File: src/hdl/mtg_pkg.sv
// Shared types, constants and the control store for the multi-ant grid stepper.
// Used by the sequencer, the datapath and the top level; depends on nothing.
`timescale 1ns / 1ps

package mtg_pkg;

  localparam int DEF_ROWS     = 64;
  localparam int DEF_COLS     = 128;
  localparam int DEF_ANTS     = 16;
  localparam int RULE_ENTRIES = 512;
  localparam int CODE_W       = 9;
  localparam int MOVE_W       = 3;

  typedef enum logic [1:0] {
    CMD_RULE  = 2'd0,
    CMD_CELL  = 2'd1,
    CMD_PLACE = 2'd2,
    CMD_STEP  = 2'd3
  } cmd_t;

  typedef enum logic [3:0] {
    U_CLEAR,
    U_IDLE,
    U_RULE,
    U_CELL,
    U_PLACE,
    U_POS,
    U_NBR,
    U_LAST,
    U_MOVE
  } upc_t;

  typedef enum logic [2:0] {
    G_NONE,
    G_CLEAR,
    G_ITEM,
    G_NBR_RD,
    G_TOGGLE
  } grid_op_t;

  typedef enum logic [1:0] {
    R_NONE,
    R_LOAD,
    R_READ
  } rule_op_t;

  typedef enum logic [1:0] {
    A_NONE,
    A_READ_IN,
    A_PLACE,
    A_MOVE
  } ant_op_t;

  typedef enum logic [2:0] {
    C_GOTO,
    C_DISPATCH,
    C_CLR,
    C_ANT_OK,
    C_KLAST,
    C_OUT_FREE
  } cond_t;

  typedef struct packed {
    grid_op_t grid_op;
    rule_op_t rule_op;
    ant_op_t  ant_op;
    logic     pos_ld;
    logic     out_ld;
    logic     in_rdy;
    cond_t    cond;
    upc_t     target;
  } ctrl_t;

  typedef struct packed {
    logic accept;
    cmd_t cmd;
    logic clr_last;
    logic ant_ok;
    logic k_last;
    logic out_free;
  } status_t;

  localparam ctrl_t CTRL_NOP = '{
    grid_op: G_NONE, rule_op: R_NONE, ant_op: A_NONE,
    pos_ld: 1'b0, out_ld: 1'b0, in_rdy: 1'b0,
    cond: C_GOTO, target: U_IDLE
  };

  function automatic ctrl_t ucode(input upc_t u);
    ctrl_t w;
    w = CTRL_NOP;
    unique case (u)
      U_CLEAR: begin
        w.grid_op = G_CLEAR;
        w.cond    = C_CLR;
        w.target  = U_IDLE;
      end
      U_IDLE: begin
        w.in_rdy = 1'b1;
        w.ant_op = A_READ_IN;
        w.cond   = C_DISPATCH;
        w.target = U_IDLE;
      end
      U_RULE: begin
        w.rule_op = R_LOAD;
        w.target  = U_IDLE;
      end
      U_CELL: begin
        w.grid_op = G_ITEM;
        w.target  = U_IDLE;
      end
      U_PLACE: begin
        w.ant_op = A_PLACE;
        w.target = U_IDLE;
      end
      U_POS: begin
        w.pos_ld = 1'b1;
        w.cond   = C_ANT_OK;
        w.target = U_NBR;
      end
      U_NBR: begin
        w.grid_op = G_NBR_RD;
        w.cond    = C_KLAST;
        w.target  = U_LAST;
      end
      U_LAST: begin
        w.rule_op = R_READ;
        w.target  = U_MOVE;
      end
      U_MOVE: begin
        w.grid_op = G_TOGGLE;
        w.ant_op  = A_MOVE;
        w.out_ld  = 1'b1;
        w.cond    = C_OUT_FREE;
        w.target  = U_IDLE;
      end
      default: w = CTRL_NOP;
    endcase
    return w;
  endfunction

  function automatic upc_t dispatch(input cmd_t c);
    upc_t u;
    unique case (c)
      CMD_RULE:  u = U_RULE;
      CMD_CELL:  u = U_CELL;
      CMD_PLACE: u = U_PLACE;
      CMD_STEP:  u = U_POS;
      default:   u = U_IDLE;
    endcase
    return u;
  endfunction

  // Row and column offsets of a move, coded 0, 1, 2 for -1, 0, +1.
  function automatic logic [1:0] move_dr(input logic [MOVE_W-1:0] mv);
    logic [1:0] d;
    unique case (mv)
      3'd0, 3'd1, 3'd2: d = 2'd0;
      3'd3, 3'd4:       d = 2'd1;
      default:          d = 2'd2;
    endcase
    return d;
  endfunction

  function automatic logic [1:0] move_dc(input logic [MOVE_W-1:0] mv);
    logic [1:0] d;
    unique case (mv)
      3'd0, 3'd3, 3'd5: d = 2'd0;
      3'd1, 3'd6:       d = 2'd1;
      default:          d = 2'd2;
    endcase
    return d;
  endfunction

endpackage

File: src/hdl/mtg_seq.sv
// Microcode sequencer: step counter, control store lookup and conditional jumps.
// Depends on mtg_pkg for the control word, status and micro-address types.
`timescale 1ns / 1ps

module mtg_seq
  import mtg_pkg::*;
(
  input  logic    clk,
  input  logic    rst_n,
  input  status_t status,
  output ctrl_t   ctrl
);

  upc_t  upc_r, upc_nxt;
  ctrl_t word;
  logic  hold;

  assign word = ucode(upc_r);

  always_comb begin
    hold    = 1'b0;
    upc_nxt = word.target;
    unique case (word.cond)
      C_GOTO:     upc_nxt = word.target;
      C_DISPATCH: upc_nxt = status.accept ? dispatch(status.cmd) : upc_r;
      C_CLR:      upc_nxt = status.clr_last ? word.target : upc_r;
      C_ANT_OK:   upc_nxt = status.ant_ok ? word.target : U_IDLE;
      C_KLAST:    upc_nxt = status.k_last ? word.target : upc_r;
      C_OUT_FREE: begin
        hold    = !status.out_free;
        upc_nxt = hold ? upc_r : word.target;
      end
      default:    upc_nxt = U_IDLE;
    endcase
  end

  // A step that waits for the result register issues no strobes.
  always_comb begin
    ctrl = word;
    if (hold) begin
      ctrl.grid_op = G_NONE;
      ctrl.rule_op = R_NONE;
      ctrl.ant_op  = A_NONE;
      ctrl.pos_ld  = 1'b0;
      ctrl.out_ld  = 1'b0;
    end
  end

  always_ff @(posedge clk) begin
    if (!rst_n) begin
      upc_r <= U_CLEAR;
    end else begin
      upc_r <= upc_nxt;
    end
  end

endmodule

File: config.mk
export PLATFORM = sky130hd
export DESIGN_NAME = mtg_seq
export DESIGN_NICKNAME = d
export VERILOG_FILES = /design/src/hdl/mtg_pkg.sv /design/src/hdl/mtg_seq.sv
export SDC_FILE = /design/constraint.sdc
export NUM_CORES = 1
export LEC_CHECK = 0
export ABC_CLOCK_PERIOD_IN_PS = 1300
export BUFFER_PORTS_ARGS = -buffer_cell sky130_fd_sc_hd__buf_2
export CORE_AREA = 4 4 41 43
export DETAILED_ROUTE_END_ITERATION = 12
export DIE_AREA = 0 0 45 47
export PLACE_DENSITY = 0.74
export RECOVER_POWER = 50
export SYNTH_ARGS = -nofsm -noshare
export SYNTH_HDL_FRONTEND = slang
export SYNTH_SLANG_ARGS = --single-unit
export TNS_END_PERCENT = 20
File: constraint.sdc
create_clock -name clk -period 1.3 [get_ports clk]
set_clock_uncertainty 0.15 [all_clocks]
set_input_delay 0.065 -clock clk [delete_from_list [all_inputs] [get_ports clk]]
set_output_delay 0.065 -clock clk [all_outputs]
set_load 0.1 [all_outputs]
==> run_results.csv, run 1 <==
group,metric,value,unit
place,hpwlAfterDp,1390,um
yosys,synthSimpleGateAreaFrac,42.0,%
yosys,synthFlopType,"dfxtp_1",
yosys,synth_top_area_cell,"dfxtp_1",
yosys,synth_top_family_by_area,"simple AND/OR/NAND/NOR gates",
clock_tree,cts_root_buffer,"clkbuf_4",
yosys,synthCells,57,
timing,worst-ep-kind,"output port",
clock_tree,htreeDepth,1,
outcome,status,"did not finish",
floorplan,die_w,45,um
yosys,async_flop_share,0,%
yosys,synth_fa_ha_area_share,0,%
yosys,synth.area.mux_share,6.82,%
timing,worstEndpointGrtRepair,"ctrl[9]",
yosys,synthTopCellsByArea,"dfxtp_1 18%, nand2b_1 7.1%, mux2i_1 6.8%",
yosys,synth_seq_area_share,18.2,%
yosys,synth_edf_count,0,
yosys,ys_warn_count,0,
yosys,syn_area,440,um2
floorplan,die_h,47,um
yosys,ys_ff_latch,4,
floorplan,num_rows,13,
floorplan,ios,26,
clock_tree,cts_buffers,3,
clock_tree,post-cts-setup-buffers,0,
place,io_buffers,25,
yosys,synth-xor-area-share,3.98,%
place,dp_slack,-172,ps
outcome,stop_error,"[ERROR DPL-0033] detailed placement checks failed during check placement.",
yosys,syn_area_per_cell,7.73,um2
yosys,synth_compound_area_share,19.6,%
global_routing,antenna_found_initial,0,
clock_tree,clk_path_buf_depth,2,
yosys,synth.distinct_cells,29,
floorplan,start_util,33.8,%
yosys,syn-num-nets,66,
clock_tree,cts_sinks,4,
place,gp_congestion,0.801,
yosys,synth_top_area_share,18.2,%
outcome,stop_stage,"5_1_grt",
global_routing,grt_start_max_net_pins,11,
-- metrics by stage --
| stage | std cells | area (um2) | hold slack [ps] |
|---|---|---|---|
| floorplan | 57 | 567 | 32.5 |
| global placement | 112 | 1080 | 157 |
| CTS | 116 | 1160 | 29.7 |
| detailed placement | 112 | 1080 | 165 |
-- timing repair --
action                     4_1_cts
pin swaps                        5
setup endpoints to repair       20
hold endpoints to repair         4
hold buffers                     1
gates resized for setup         14
-- kinds of logic after synthesis --
logic type                Yosys count
xor gates and xnor gates            2
muxes                               3
and+or+nand+nor                    32
buffers and inverters               6
DFF                                 4
AOI/OAI and AO/OA                  10
-- Yosys cell counts, drive strengths merged, types with 2 or more instances --
master  n
buf     6
xor2    2
nor3    6
or2     3
nand2b  5
nor2b   2
a21oi   2
nand2   4
and3b   2
nor2    4
mux2i   3
dfxtp   4
==> run 2: changes to the inputs <==
ABC_CLOCK_PERIOD_IN_PS = 1700   (was 1300)
CORE_AREA = 4 4 65 67   (was 4 4 41 43)
DIE_AREA = 0 0 69 71   (was 0 0 45 47)
PLACE_DENSITY = unset   (was 0.74)
PLACE_DENSITY_LB_ADDON = 0.15   (was unset)
clock period = 1.7 ns   (was 1.3 ns; I/O delays follow)
==> run_results.csv, run 2 <==
group,metric,value,unit
outcome,status,"complete, no violations",
timing,worst_pin_slew,489,ps
floorplan,die_area,4900,um2
worst_setup_path,crit_type,"register to output pin",
layout,final-seq-area,88.8,um2
yosys,synthFlopType,"dfxtp_1",
clock_tree,cts.clk_slew.worst_paths,30,ps
yosys,synth_edf_count,0,
floorplan,start_util,12.1,%
yosys,synth.area.mux_share,6.82,%
worst_setup_path,crit_required,1460,ps
yosys,synthCells,57,
yosys,synth_top_area_cell,"dfxtp_1",
layout,areaGrowthSynthToFinish,137,%
yosys,yosysMostFrequentCell,"nor3_1",
timing,rsz0062_at_grt,"false",
route,totalWireLength,1500,um
place,io_buffers,25,
place,hpwlAfterDp,1310,um
floorplan,core,3630,um2
yosys,synth_commonest_cells,"6 x nor3_1, 5 x nand2b_1, 4 x dfxtp_1, 4 x nand2_1, 4 x nor2_1",
layout,diodes,0,
yosys,synth-xor-area-share,3.98,%
global_routing,track_usage,6.65,%
route,vias,521,
timing,finalHoldViolations,0,
timing,fin_setup_tns,0,ps
floorplan,die_h,71,um
run,drv_cap,0,
worst_setup_path,start_kind,"register",
timing,fin_ws,71.9,ps
route,drtPass1Iterations,4,
pwr,internal_power,0.373,mW
timing,period_needed,1630,ps
layout,multi_input_area,417,um2
yosys,syn_area_per_cell,7.73,um2
yosys,synth_fa_ha_area_share,0,%
yosys,synth_top_area_share,18.2,%
worst_setup_path,critPathArrivalTime,1390,ps
layout,fillers,393,
floorplan,ios,26,
clock_tree,clk_path_buf_depth,2,
place,placed_cell_area,1000,um2
pwr,clockPowerShare,31.6,%
global_routing,grt_pass1_vias,563,
route,drc,0,
layout,final_cells,136,
worst_hold_path,hp-class,"input port to register",
yosys,syn_area,440,um2
yosys,ys_warn_count,0,
layout,largestRegisters,"upc_r: 4 flops",
global_routing,grt_pass1_wl,2650,um
worst_setup_path,r2r_slack,300,ps
worst_setup_path,critPathMaxFanout,8,
layout,largest_reg_flops,4,
layout,final_common_cell,"buf_12",
yosys,synth_seq_area_share,18.2,%
clock_tree,htreeDepth,1,
clock_tree,cts_buffers,3,
pwr,ir_drop,0.000368,V
floorplan,die_w,69,um
timing,max_freq,0.614,GHz
yosys,synth_compound_area_share,19.6,%
yosys,synthTopCellsByArea,"dfxtp_1 18%, nand2b_1 7.1%, mux2i_1 6.8%",
layout,layout_common_cells,"16 x buf_12, 9 x buf_2, 8 x buf_4",
layout,drive_gt1_share,62.5,%
global_routing,overflow,0,
clock_tree,clk_latency,220,ps
pwr,p_total,0.628,mW
layout,stdcell_area,1040,um2
global_routing,antenna_found_initial,0,
route,viasPerCell,3.83,
worst_setup_path,end_kind,"output pin",
yosys,async_flop_share,0,%
timing,final-max-slew-violation-count,0,
pwr,p_seq_share,17.2,%
layout,regMostFlops,"upc_r",
timing,slew_headroom,67.6,%
timing,min_period_over_period,95.8,%
route,dr.first_iter.drc_count,4,
pwr,power_switching,0.256,mW
route,ant_nets,0,
layout,nNetsFinal,99,
yosys,ys_ff_latch,4,
pwr,netSwitchingFraction,40.7,%
floorplan,num_rows,22,
place,dp_cells,132,
yosys,synthSimpleGateAreaFrac,42.0,%
pwr,combinationalPowerShare,51.2,%
pwr,power_density,603,nW/um2
pwr,leakage,0.407,nW
route,avgRoutedWirePerCell,11.0,um
place,gp_congestion,0.721,
yosys,synth_top_family_by_area,"simple AND/OR/NAND/NOR gates",
timing,setup_viol,0,
global_routing,grt_start_max_net_pins,9,
clock_tree,cts_sinks,4,
yosys,syn-num-nets,66,
place,dp_slack,195,ps
clock_tree,tritoncts,"done",
clock_tree,cts_root_buffer,"clkbuf_8",
yosys,synth.distinct_cells,29,
## run 2: cell counts after synthesis
No cell type changed its count.
## run 2: worst paths after layout
check | from | end | cells past startpoint
worst max-delay path | upc_r[0] | ctrl[12] | 4
worst min-delay path | status[6] | upc_r[2] | 3
worst max register to register | upc_r[2] | upc_r[1] | 4
worst min register to register | upc_r[3] | upc_r[2] | 2
## run 2: area by class of cell
type	count	area share [%]
multi-input cells	47	40.0
well taps	48	5.76
clock buffers	3	3.96
repair buffers	34	41.8
flip-flops and latches	4	8.52
## run 2: metrics by stage
stage                     utilization (%)  hold WS, ps
after floorplan                         -         52.5
after global placement               27.5          186
after detailed placement             27.5          198
after CTS                            29.2         83.4
after global routing                 28.7         92.4
final                                28.7         67.4
## run 2: power by group through the flow
| stage | registers (mW) | logic [mW] | clock network (mW) |
|---|---|---|---|
| 5_1_grt | 0.109 | 0.338 | 0.212 |
| 3_5_place_dp | 0.110 | 0.325 | 0 |
| 4_1_cts | 0.109 | 0.328 | 0.206 |
| 3_3_place_gp | 0.109 | 0.325 | 0 |
| 2_1_floorplan | 0.107 | 0.216 | 0 |
| 6_report | 0.108 | 0.322 | 0.199 |
## run 2: worst max-delay path, cell delays in order, from the launching register on
cell,delay [ps]
dfxtp_4,370
buf_4,170
buf_4,150
nor4b_4,260
buf_12,210
## run 2: cell families after synthesis
logic type | count (synthesis)
AOI/OAI and AO/OA | 10
xor gates and xnor gates | 2
DFF | 4
buffers and inverters | 6
muxes | 3
and+or+nand+nor | 32
## run 2: repair_timing
item	4_1_cts	5_1_grt
hold buffers	1	0
setup buffers	0	0
pin swaps	0	1
gates cloned	0	0
endpoints found under the setup margin	2	8
endpoints found under the hold margin	2	0
resized for setup	2	3
## run 2: per-layer routing
layer / vias up / part of all wire, % / GRT usage, %
met2: 17 / 49 / 10.8
met4: 0 / 0.40 / 1.30
met5: - / 0 / 0
met1: 236 / 44 / 8.00
li1: 266 / - / -
met3: 2 / 6.5 / 3.27
Note: power is estimated with default switching activity, not from simulation.
